[config.mk]
export PLATFORM = sky130hd
export DESIGN_NAME = rlp_item_encoder_core
export DESIGN_NICKNAME = d
export VERILOG_FILES = /design/src/rtl/core/rlpenc_pkg.sv /design/src/rtl/core/rlpenc_encode.sv /design/src/rtl/core/rlpenc_shifter.sv /design/src/rtl/core/rlp_item_encoder_core.sv
export SDC_FILE = /design/constraint.sdc
export NUM_CORES = 1
export LEC_CHECK = 0
export BUFFER_PORTS_ARGS = -buffer_cell sky130_fd_sc_hd__buf_2
export CAP_MARGIN = 40
export CORE_ASPECT_RATIO = 0.6
export CORE_UTILIZATION = 45
export DETAILED_ROUTE_END_ITERATION = 12
export HOLD_SLACK_MARGIN = 0.05
export PLACE_DENSITY = 0.68
export SYNTH_ARGS = -nofsm -noshare
export SYNTH_HDL_FRONTEND = slang
export SYNTH_SLANG_ARGS = --single-unit
[constraint.sdc]
create_clock -name i_clk -period 6.7 [get_ports i_clk]
set_clock_uncertainty 0.2 [all_clocks]
set_input_delay 1.34 -clock i_clk [delete_from_list [all_inputs] [get_ports i_clk]]
set_output_delay 1.34 -clock i_clk [all_outputs]
set_load 0.02 [all_outputs]
[src/rtl/core/rlpenc_pkg.sv]
`timescale 1ns / 1ps
// ----------------------------------------------------------------------------
// rlpenc_pkg
// Shared types and constants for the RLP item encoder: operation codes,
// prefix bases and the encoded-item bundle passed to the byte shifter.
// ----------------------------------------------------------------------------
package rlpenc_pkg;

    typedef enum logic [1:0] {
        OP_STRING  = 2'd0,
        OP_LIST    = 2'd1,
        OP_PAYLOAD = 2'd2,
        OP_INTEGER = 2'd3
    } t_op;

    localparam int MAX_LEN_OCTETS_DEF = 4;
    localparam int LEN_W         = 32;
    localparam int INT_W         = 64;
    localparam int INT_BYTES     = INT_W / 8;
    localparam int MAX_BYTES     = INT_BYTES + 1;
    localparam int CNT_W         = $clog2(MAX_BYTES + 1);

    localparam logic [7:0] SINGLE_MAX   = 8'h7f;
    localparam logic [7:0] SHORT_MAX    = 8'd55;
    localparam logic [7:0] STR_SHORT    = 8'h80;
    localparam logic [7:0] STR_LONG     = 8'hb7;
    localparam logic [7:0] LIST_SHORT   = 8'hc0;
    localparam logic [7:0] LIST_LONG    = 8'hf7;

    typedef struct packed {
        logic [MAX_BYTES-1:0][7:0] bytes;
        logic [CNT_W-1:0]          count;
    } t_enc;

endpackage

[src/rtl/core/rlpenc_encode.sv]
`timescale 1ns / 1ps
// ----------------------------------------------------------------------------
// rlpenc_encode
// Combinational RLP encoder: turns one registered item into up to nine
// output bytes, first byte at index 0, plus the byte count.
// ----------------------------------------------------------------------------
module rlpenc_encode #(
    parameter int MAX_LEN_OCTETS = rlpenc_pkg::MAX_LEN_OCTETS_DEF
) (
    input  rlpenc_pkg::t_op              i_op,
    input  logic [rlpenc_pkg::LEN_W-1:0] i_len,
    input  logic [7:0]                   i_data_byte,
    input  logic [rlpenc_pkg::INT_W-1:0] i_int_value,
    output rlpenc_pkg::t_enc             o_enc
);

    localparam logic [rlpenc_pkg::LEN_W-1:0] LenLimit = (MAX_LEN_OCTETS >= 4) ?
        {rlpenc_pkg::LEN_W{1'b1}} :
        rlpenc_pkg::LEN_W'((64'd1 << (8 * MAX_LEN_OCTETS)) - 64'd1);

    logic [rlpenc_pkg::LEN_W-1:0]     sat_len;
    logic [rlpenc_pkg::INT_W-1:0]     sel_val;
    logic [rlpenc_pkg::INT_W-1:0]     aligned;
    logic [rlpenc_pkg::CNT_W-1:0]     nb;
    logic [7:0]                       short_base;
    logic [7:0]                       long_base;

    always_comb begin
        sat_len = (i_len > LenLimit) ? LenLimit : i_len;
        sel_val = (i_op == rlpenc_pkg::OP_INTEGER) ? i_int_value :
                  {{(rlpenc_pkg::INT_W - rlpenc_pkg::LEN_W){1'b0}}, sat_len};
        // minimal big-endian byte count: highest nonzero byte wins
        nb = '0;
        for (int i = 0; i < rlpenc_pkg::INT_BYTES; i++) begin
            if (sel_val[8*i +: 8] != 8'd0) begin
                nb = rlpenc_pkg::CNT_W'(i + 1);
            end
        end
        // left-align so the most significant used byte sits at the top
        aligned = sel_val << {rlpenc_pkg::CNT_W'(rlpenc_pkg::INT_BYTES) - nb, 3'b000};
    end

    always_comb begin
        short_base = (i_op == rlpenc_pkg::OP_LIST) ? rlpenc_pkg::LIST_SHORT :
                                                     rlpenc_pkg::STR_SHORT;
        long_base  = (i_op == rlpenc_pkg::OP_LIST) ? rlpenc_pkg::LIST_LONG :
                                                     rlpenc_pkg::STR_LONG;
        o_enc = '0;
        for (int k = 1; k < rlpenc_pkg::MAX_BYTES; k++) begin
            o_enc.bytes[k] = aligned[rlpenc_pkg::INT_W - 1 - 8*(k-1) -: 8];
        end
        case (i_op)
            rlpenc_pkg::OP_STRING, rlpenc_pkg::OP_LIST: begin
                if (i_op == rlpenc_pkg::OP_STRING && i_len == 32'd1 &&
                    i_data_byte <= rlpenc_pkg::SINGLE_MAX) begin
                    // a single small byte encodes itself: no prefix
                    o_enc.count = '0;
                end else if (sat_len <= 32'(rlpenc_pkg::SHORT_MAX)) begin
                    o_enc.bytes[0] = short_base + sat_len[7:0];
                    o_enc.count    = rlpenc_pkg::CNT_W'(1);
                end else begin
                    o_enc.bytes[0] = long_base + 8'(nb);
                    o_enc.count    = nb + rlpenc_pkg::CNT_W'(1);
                end
            end
            rlpenc_pkg::OP_PAYLOAD: begin
                o_enc.bytes[0] = i_data_byte;
                o_enc.count    = rlpenc_pkg::CNT_W'(1);
            end
            rlpenc_pkg::OP_INTEGER: begin
                if (i_int_value == '0) begin
                    o_enc.bytes[0] = rlpenc_pkg::STR_SHORT;
                    o_enc.count    = rlpenc_pkg::CNT_W'(1);
                end else if (i_int_value <= 64'(rlpenc_pkg::SINGLE_MAX)) begin
                    o_enc.bytes[0] = i_int_value[7:0];
                    o_enc.count    = rlpenc_pkg::CNT_W'(1);
                end else begin
                    o_enc.bytes[0] = rlpenc_pkg::STR_SHORT + 8'(nb);
                    o_enc.count    = nb + rlpenc_pkg::CNT_W'(1);
                end
            end
            default: begin
                o_enc.count = '0;
            end
        endcase
    end

endmodule

[src/rtl/core/rlpenc_shifter.sv]
`timescale 1ns / 1ps
// ----------------------------------------------------------------------------
// rlpenc_shifter
// Result register: holds the encoded bytes of one item and presents them
// one per cycle, marking the final byte of each item.
// ----------------------------------------------------------------------------
module rlpenc_shifter (
    input  logic             i_clk,
    input  logic             i_rst_n,
    input  logic             i_load,
    input  rlpenc_pkg::t_enc i_enc,
    output logic             o_take,
    output logic             o_valid,
    output logic [7:0]       o_byte,
    output logic             o_last
);

    logic [rlpenc_pkg::MAX_BYTES-1:0][7:0] r_buf;
    logic [rlpenc_pkg::MAX_BYTES-1:0][7:0] n_buf;
    logic [rlpenc_pkg::CNT_W-1:0]          r_cnt;
    logic [rlpenc_pkg::CNT_W-1:0]          n_cnt;

    // free after this cycle when empty or on the last byte
    assign o_take  = (r_cnt <= rlpenc_pkg::CNT_W'(1));
    assign o_valid = (r_cnt != '0);
    assign o_last  = (r_cnt == rlpenc_pkg::CNT_W'(1));
    assign o_byte  = r_buf[0];

    always_comb begin
        n_buf = r_buf;
        n_cnt = r_cnt;
        if (i_load) begin
            n_buf = i_enc.bytes;
            n_cnt = i_enc.count;
        end else if (r_cnt != '0) begin
            // advance to the next byte
            n_buf = r_buf >> 8;
            n_cnt = r_cnt - rlpenc_pkg::CNT_W'(1);
        end
    end

    always_ff @(posedge i_clk) begin
        r_buf <= n_buf;
        if (!i_rst_n) begin
            r_cnt <= '0;
        end else begin
            r_cnt <= n_cnt;
        end
    end

endmodule

[src/rtl/core/rlp_item_encoder_core.sv]
`timescale 1ns / 1ps
// ----------------------------------------------------------------------------
// rlp_item_encoder_core
// RLP item encoder: string/list headers, payload bytes and integers.
// ----------------------------------------------------------------------------
// An item is taken when start is high and busy is low. Its bytes appear on
// o_out_byte after the item register and then the output shifter, one per
// cycle with o_valid high, the final byte flagged by o_last_of_run; the
// receiver cannot stall, so take every strobed byte. An item emits 0 to 9
// bytes; the next item is decoded while the last byte of the current one
// goes out, so payload bytes stream at one per cycle. busy rises only while
// a registered item waits for the output shifter to drain. A string header
// for one byte of 0x7f or less emits nothing and produces no last mark.
module rlp_item_encoder_core #(
    parameter int MAX_LEN_OCTETS = rlpenc_pkg::MAX_LEN_OCTETS_DEF
) (
    input  logic                         i_clk,
    input  logic                         i_rst_n,
    input  logic                         start,
    output logic                         busy,
    input  logic [1:0]                   i_operation,
    input  logic [rlpenc_pkg::LEN_W-1:0] i_length,
    input  logic [7:0]                   i_data_byte,
    input  logic [rlpenc_pkg::INT_W-1:0] i_int_value,
    output logic                         o_valid,
    output logic [7:0]                   o_out_byte,
    output logic                         o_last_of_run
);

    logic                         r_iv;
    rlpenc_pkg::t_op              r_op;
    logic [rlpenc_pkg::LEN_W-1:0] r_len;
    logic [7:0]                   r_db;
    logic [rlpenc_pkg::INT_W-1:0] r_int;
    logic                         accept;
    logic                         take;
    logic                         load;
    rlpenc_pkg::t_enc             enc;

    assign load   = r_iv && take;
    assign busy   = r_iv && !take;
    assign accept = start && !busy;

    always_ff @(posedge i_clk) begin
        if (accept) begin
            r_op  <= rlpenc_pkg::t_op'(i_operation);
            r_len <= i_length;
            r_db  <= i_data_byte;
            r_int <= i_int_value;
        end
        if (!i_rst_n) begin
            r_iv <= 1'b0;
        end else if (accept) begin
            r_iv <= 1'b1;
        end else if (load) begin
            r_iv <= 1'b0;
        end
    end

    rlpenc_encode #(
        .MAX_LEN_OCTETS(MAX_LEN_OCTETS)
    ) u_encode (
        .i_op       (r_op),
        .i_len      (r_len),
        .i_data_byte(r_db),
        .i_int_value(r_int),
        .o_enc      (enc)
    );

    rlpenc_shifter u_shifter (
        .i_clk  (i_clk),
        .i_rst_n(i_rst_n),
        .i_load (load),
        .i_enc  (enc),
        .o_take (take),
        .o_valid(o_valid),
        .o_byte (o_out_byte),
        .o_last (o_last_of_run)
    );

endmodule

==> Word level (Yosys, flattened, before mapping) <==
Cells that the tools add are included.
Widths: inputs -> output; s select.
{ "classes": {"reduce_logical": 21, "n_bitwise": 0, "n_shift": 1, "magnitude_cmp": 5, "n_eq_ne": 5, "n_mux": 24, "div_mod_pow": 0, "n_mul": 0, "add_sub_neg": 6} }
{ "op_table": {"columns": ["operator", "count"], "rows": [
  ["$mux 72", 2],
  ["$le 64x7->1 const B", 1],
  ["$logic_not 64->1", 1],
  ["$mux 64", 1],
  ["$reduce_bool 8->1", 8],
  ["$shl 64x7->64", 1],
  ["$mux 12", 3],
  ["$pmux 12 s3", 1],
  ["$eq 32x1->1 const B", 1],
  ["$gt 32x32->1 const B", 1],
  ["$le 32x6->1 const B", 1],
  ["$mux 32", 1],
  ["$mux 4", 4],
  ["$mux 7", 2],
  ["$mux 3", 4],
  ["$add 8x4->8", 1],
  ["$add 8x4->8 const A", 1],
  ["$add 8x8->8", 1],
  ["$le 8x7->1 const B", 1],
  ["$mux 8", 1],
  ["$logic_and 1x1->1", 5],
  ["$add 4x1->4 const B", 1],
  ["$eq 2x2->1 const B", 2],
  ["$eq 4x1->1 const B", 1],
  ["other kinds (11)", 16]
]} }
{ "totals": {"mem_bits_rw": 0, "romBits": 0, "reg_bits": 183, "output_inout_bits": 11, "word_cells": 77, "in_bits": 109, "latch_bits": 0, "memories": 0} }

==> Depth between registers and ports, before layout <==
Gate-level depths: netlist (run 1).
{ "depth": {"word_depth": 17, "ltp_mapped": 17, "mapped_depth_nobuf": 13} }

==> By module <==
Synthesis (run 1) repeated with hierarchy kept, for this count alone.
{ "hier_totals": {"cells_unflattened": 804, "area_unflattened_um2": 9843.2} }
{ "by_module_without_submodules": {"columns": ["mod", "n_inst", "cells_per_inst", "area_each_um2"], "rows": [
  ["rlpenc_shifter", 1, 189, 3305.7],
  ["rlpenc_encode", 1, 504, 3300.7],
  ["rlp_item_encoder_core", 1, 111, 3236.9]
]} }

==> Least setup slack after synthesis (run 1) <==
OpenSTA, ideal clock, no wires.
{ "synth_path": {"kind": "input port to flip-flop", "from": "input port start", "to": "register r_db[0] (enable)", "path_stages": 1, "n_path_buf": 0, "setup_slack_ps": -31, "arrival_time_ps": 5948, "t_required_ps": 5918, "path_cell_list": "nor2b_1"} }
{ "synth_between": {"elab_chain_len": 1} }
{ "synth_lines": {"columns": ["element", "line", "text"], "rows": [
  ["start: declaration", "rlp_item_encoder_core.sv:19", "input logic start,"],
  ["$logic_and 1x1->1", "rlp_item_encoder_core.sv:42", "assign accept = start && !busy;"],
  ["end signal: assignment", "rlp_item_encoder_core.sv:48", "r_db <= i_data_byte;"],
  ["end: declaration", "rlp_item_encoder_core.sv:33", "logic [7:0] r_db;"]
]} }
No other way between the ends.
A chain may end at the register's enable or synchronous reset.

==> results_dict.tcl, run 1 <==
set metrics [dict create \
    ys_ff_latch 183 \
    p_leak_nw 4.04 \
    antenna_found_initial 2 \
    grt_pass1_wl_mm 45.1 \
    start_kind "flip-flop" \
    power.total_mw 4.27 \
    grt_util_met3_pct 11.4 \
    numCtsBuffers 17 \
    worstMarginPinSlew_ns 0.912 \
    hold_viol 0 \
    dr.pass1.iters 5 \
    clkPwrFrac_pct 21.8 \
    grt_pass1_vias 6720 \
    rrSetupSlack_ns 1.59 \
    ys_types 67 \
    postCtsSetupRepairBufs 0 \
    crit_arrival_ns 5.11 \
    layout.nets 994 \
    pwr-share-seq_pct 45.7 \
    syn_area_sq_um 9410 \
    syn_nets 894 \
    final_cell_mix "edfxtp_1, buf_2, nand2_1, mux2i_1, a21oi_1" \
    cp_max_fo 24 \
    p_comb_share_pct 32.6 \
    final_common_cell "edfxtp_1" \
    whs_ns 0.326 \
    cp-endpoint "u_shifter.r_buf[17]" \
    dpl_cell_area_sq_um 10300 \
    dp_hpwl_mm 23.1 \
    drc 0 \
    synth.avg_cell_area_sq_um 12.1 \
    critPathLaunch "r_op[1]" \
    grt_max_degree 89 \
    finalCritPeriodShare_pct 76.3 \
    min_path_type "flip-flop to flip-flop" \
    ys_warn_count 0 \
    synth_cells 780 \
    clockBufferDepth 2 \
    portBuffers 119 \
    timing.rr.end "u_shifter.r_buf[17]" \
    busiest_layer "met1" \
    area_growth_syn_to_layout_pct 14.9 \
    status "finished, final reports clean" \
    cts_sinks 183 \
    peakVddDrop_mv 0.392 \
    criticalPathCategory "flip-flop to flip-flop" \
    cts_root_buffer "clkbuf_16" \
    htree_levels 4 \
    p_sw_mw 1.54 \
    met1_usage_pct 47.9 \
    drv_slew 0 \
    crit_required_ns 6.70 \
    postCtsResizedCells 0 \
    core_sq_um 20200 \
    fp.dieH_um 114 \
    post-route-min-period_ns 5.11 \
    worstSetupEndpointType "flip-flop" \
    timing.slew.headroom_pct 37.5 \
    dp_slack_ns 1.72 \
    r2r-start "r_op[1]" \
    viasPerCell 6.49 \
    antennaDiodeCount 0 \
    postCtsHoldBufs 0 \
    clock_latency_ns 0.44 \
    pwr_density_cell_nw_per_um2 395 \
    async_reset_ff_share_pct 0 \
    setup_ws_ns 1.59 \
    cts_tree "yes" \
    synth_flop_cell "edfxtp_1" \
    grt_overflow 0 \
    routedWlPerCell_um 26.5 \
    reg2reg_depth 11 \
    routed_wl_mm 31.0 \
    drv_cap 0 \
    grt_usage_pct 29.6 \
    fp-row-count 40 \
    die_x_um 189 \
    gp_congestion 0.934 \
    yosysSeqAreaShare_pct 57.9 \
    dieArea_sq_um 21500 \
    internal-power_mw 2.73 \
    num_vias 7569 \
    drtIter0Drc 1260 \
    max_freq_mhz 196 \
    ios 120 \
    initial_core_util_pct 46.5 \
    synth_edf_count 178 \
    finalSetupTns_ns 0 \
    grt_use_met2_pct 34.9 \
    clkTransAtPathRegs_ns 0.07 \
    drtAntennaViolNets 0 \
    p_sw_share_pct 36.0 \
    rsz0062_at_grt "false" \
    finalSetupViolCount 0 \
    fin_area_sq_um 10800 \
    drive_gt1_share_pct 23.2 \
    fill_cells 1741 \
]
[metal layers]
metal	up-vias	wire, um	share of wire (%)
li1	3320	-	-
met1	3646	14400	47
met2	559	11300	37
met3	40	4650	15
met4	4	490	1.6
met5	-	30	0.097
[power by group through the flow]
stage / Combinational [mW] / Clock (mW) / Sequential, mW
3_5_place_dp: 1.35 / 0 / 1.95
2_1_floorplan: 0.940 / 0 / 1.88
5_1_grt: 1.48 / 0.986 / 1.97
3_3_place_gp: 1.31 / 0 / 1.96
4_1_cts: 1.35 / 0.947 / 1.94
6_report: 1.39 / 0.931 / 1.95
[cell families after synthesis]
kind of cell	Yosys count	synth area share, %
and+or+nand+nor	229	11.9
buffers and inverters	64	3.02
xor gates and xnor gates	5	0.465
muxes	72	8.87
adders and majority gates	5	0.665
DFF	183	57.9
AOI/OAI and AO/OA	222	17.2
[layout make-up]
cell class	instances	area [sq um]	area share, %
clock inverter	14	111	1.03
clock buffer	18	429	3.97
multi-input combinational	533	3690	34.2
timing repair buffer	139	769	7.12
sequential	183	5450	50.4
inverter	6	22.5	0.208
tap	273	342	3.16
[worst min path at each step]
stage | from | to | slack [ns] | cells past startpoint
detailed placement | u_shifter.r_buf[14] | u_shifter.o_byte[6] | 0.31 | 2
finish | u_shifter.r_buf[14] | u_shifter.o_byte[6] | 0.33 | 2
global route | u_shifter.r_buf[13] | u_shifter.o_byte[5] | 0.35 | 1
floorplan | u_shifter.r_buf[13] | u_shifter.o_byte[5] | 0.30 | 1
CTS | u_shifter.r_buf[14] | u_shifter.o_byte[6] | 0.33 | 2
global placement | u_shifter.r_buf[49] | u_shifter.r_buf[41] | 0.31 | 2
[critical path, stage by stage, from the launching register on]
cell	delay (ns)
edfxtp_1	0.61
and2_1	0.45
buf_4	0.27
nand3_1	0.15
a221oi_2	0.44
o21ai_2	0.25
or2_1	0.33
ha_2	0.35
clkinv_1	0.66
mux4_2	0.74
nor2b_1	0.14
a221o_1	0.26
[cells in the mapped netlist (6+ instances only)]
| cell | instances | area share [%] |
|---|---|---|
| a2bb2oi_1 | 7 | 0.65 |
| nand4_1 | 10 | 0.66 |
| mux4_2 | 8 | 1.9 |
| clkbuf_1 | 37 | 1.5 |
| a221oi_1 | 26 | 2.4 |
| a22oi_1 | 7 | 0.56 |
| a31oi_1 | 10 | 0.66 |
| a21oi_1 | 45 | 2.4 |
| o21ai_1 | 6 | 0.32 |
| o211ai_1 | 7 | 0.56 |
| edfxtp_1 | 178 | 57 |
| buf_4 | 9 | 0.72 |
| buf_2 | 8 | 0.43 |
| a22o_1 | 16 | 1.5 |
| mux2i_1 | 53 | 5.6 |
| nand2_1 | 79 | 3.2 |
| nand3_1 | 15 | 0.80 |
| and2_1 | 6 | 0.40 |
| or3_1 | 14 | 0.93 |
| nor2_1 | 38 | 1.5 |
| nor3_1 | 12 | 0.64 |
| a32oi_1 | 7 | 0.65 |
| mux2_2 | 11 | 1.3 |
| nor2b_1 | 16 | 1.1 |
| nor4_1 | 23 | 1.5 |
| o22a_1 | 6 | 0.56 |
| a221o_1 | 16 | 1.7 |
| o21ai_0 | 32 | 1.7 |
[flip-flops by register name (all words and copies together), names as in the netlist]
register,flops
r_int,64
u_shifter.r_buf,64
r_len,32
r_db,8
u_shifter.o_byte,8
u_shifter.r_cnt,4
r_op,2
r_iv,1
[per-stage QoR]
step / util (%) / std cells
finish: 53.5 / 1166
CTS: 53.4 / 1165
global route: 53.5 / 1166
floorplan: - / 780
detailed placement: 50.8 / 1133
global placement: 50.5 / 1128
No activity file was read; power rests on OpenSTA's default activity.
==> run 2: changes to the inputs <==
--- a/config.mk
+++ b/config.mk
@@ -11,7 +11,7 @@
 export CORE_UTILIZATION = 45
 export DETAILED_ROUTE_END_ITERATION = 12
 export HOLD_SLACK_MARGIN = 0.05
-export PLACE_DENSITY = 0.68
+export PLACE_DENSITY = 0.66
 export SYNTH_ARGS = -nofsm -noshare
 export SYNTH_HDL_FRONTEND = slang
 export SYNTH_SLANG_ARGS = --single-unit
==> constraint.sdc (replaced) <==
create_clock -name i_clk -period 5.3 [get_ports i_clk]
set_clock_uncertainty 0.2 [all_clocks]
set_input_delay 1.06 -clock i_clk [delete_from_list [all_inputs] [get_ports i_clk]]
set_output_delay 1.06 -clock i_clk [all_outputs]
set_load 0.02 [all_outputs]
==> results_dict.tcl, run 2 (synthesized netlist as in run 1, its figures left out) <==
set metrics [dict create \
    grt_overflow 0 \
    fp.dieH_um 114 \
    final_cell_mix "edfxtp_1, buf_2, nand2_1, mux2i_1, a21oi_1" \
    fp-row-count 40 \
    die_x_um 189 \
    num_vias 7518 \
    p_sw_share_pct 34.8 \
    criticalPathCategory "flip-flop to flip-flop" \
    dp_slack_ns 0.838 \
    slowest_stage "a222oi_1" \
    grt_usage_pct 28.3 \
    clkPwrFrac_pct 23.8 \
    slowest_delay_ns 0.66 \
    finalSetupTns_ns 0 \
    cts_root_buffer "clkbuf_16" \
    rsz0062_at_grt "false" \
    peakVddDrop_mv 0.308 \
    area_growth_syn_to_layout_pct 16.4 \
    drc 0 \
    min_path_type "flip-flop to flip-flop" \
    hold_viol 0 \
    dpl_cell_area_sq_um 10400 \
    drv_slew 0 \
    p_comb_share_pct 31.5 \
    dr.pass1.iters 6 \
    drv_cap 0 \
    viasPerCell 6.40 \
    fill_cells 1761 \
    routed_wl_mm 29.4 \
    antenna_found_initial 0 \
    initial_core_util_pct 46.5 \
    htree_levels 4 \
    ios 120 \
    core_sq_um 20200 \
    layout.nets 1003 \
    clock_latency_ns 0.44 \
    drtIter0Drc 1187 \
    finalCritPeriodShare_pct 86.7 \
    internal-power_mw 3.57 \
    drive_gt1_share_pct 24.1 \
    start_kind "flip-flop" \
    numCtsBuffers 17 \
    dp_hpwl_mm 21.9 \
    multi_input_area_sq_um 3690 \
    drtAntennaViolNets 0 \
    clockBufferDepth 2 \
    regArea_sq_um 5450 \
    setup_ws_ns 0.706 \
    largestRegisters "r_int x64, u_shifter.r_buf x64, r_len x32" \
    p_sw_mw 1.91 \
    crit_arrival_ns 4.70 \
    pwr-share-seq_pct 44.7 \
    crit_top_cell "buf_4" \
    grt_pass1_vias 6787 \
    status "finished, final reports clean" \
    path_cells "and2_1 -> nand3_1 -> a221oi_2 -> o21ai_2 -> buf_4 -> or2_1 -> ha_2 -> buf_4 -> nor2_1 -> a222oi_1 -> a211o_1" \
    cts_sinks 183 \
    worstSetupEndpointType "flip-flop" \
    cts_tree "yes" \
    portBuffers 119 \
    p_leak_nw 4.12 \
    fin_area_sq_um 11000 \
    postCtsHoldBufs 0 \
    pwr_density_cell_nw_per_um2 500 \
    postCtsSetupRepairBufs 0 \
    crit_required_ns 5.41 \
    final_common_cell "edfxtp_1" \
    max_freq_mhz 218 \
    grt_pass1_wl_mm 43.4 \
    routedWlPerCell_um 25.0 \
    postCtsResizedCells 0 \
    whs_ns 0.331 \
    clkTransAtPathRegs_ns 0.06 \
    finalSetupViolCount 0 \
    cp_max_fo 61 \
    dieArea_sq_um 21500 \
    grt_max_degree 107 \
    gp_congestion 0.958 \
    post-route-min-period_ns 4.59 \
    worstMarginPinSlew_ns 0.967 \
    timing.slew.headroom_pct 35.0 \
]
==> run 2: cell types whose count changed in the layout (fill, tap and decap cells not counted), sizes merged <==
cell	previous run	this run
buf	138	148
bufinv	1	3
clkinv	12	5
diode	0	1
clkinvlp	2	1
inv	5	10
clkbuf	19	18
==> run 2: final cells by class <==
class	instances	area share, %
multi-input cells	533	33.7
clock buffers	18	3.92
flip-flops and latches	183	49.7
inverters	6	0.206
well taps	273	3.12
clock inverters	13	1.53
repair buffers	148	7.76
diodes	1	0.0228
==> run 2: final timing paths <==
path	startpoint	to	slack [ns]	cells after the start
setup / recovery	r_op[1]	u_shifter.r_buf[23]	0.71	11
hold / removal	u_shifter.r_buf[12]	u_shifter.o_byte[4]	0.33	2
setup reg to reg	r_op[1]	u_shifter.r_buf[23]	0.71	11
hold reg to reg	u_shifter.r_buf[12]	u_shifter.o_byte[4]	0.33	2
==> run 2: worst max-delay path: cells and delay by family (launching register included) <==
family,cells,cell delay [ns]
adders and majority gates,1,0.34
buffers and inverters,2,0.71
AOI/OAI and AO/OA,4,1.42
and+or+nand+nor,4,1.24
DFF,1,0.55
==> run 2: power by group through the flow <==
stage / clock network (mW) / logic, mW / registers, mW
floorplan: 0 / 1.19 / 2.37
global placement: 0 / 1.64 / 2.46
detailed placement: 0 / 1.69 / 2.46
CTS: 1.32 / 1.69 / 2.44
global route: 1.38 / 1.86 / 2.49
finish: 1.30 / 1.73 / 2.45
==> run 2: stage by stage <==
step,utilization [%],power [mW],instances
final,54.2,5.48,1175
after detailed placement,51.2,4.15,1143
after global placement,51.0,4.11,1141
after CTS,54.2,5.45,1174
after global routing,54.2,5.72,1174
after floorplan,-,3.56,780
==> run 2: layer usage <==
| layer | global-route usage [%] | vias up | part of all wire, % |
|---|---|---|---|
| met5 | 0 | - | 0 |
| met3 | 10.5 | 36 | 15 |
| li1 | - | 3339 | - |
| met4 | 7.96 | 0 | 1.4 |
| met1 | 44.1 | 3591 | 46 |
| met2 | 35.8 | 552 | 38 |
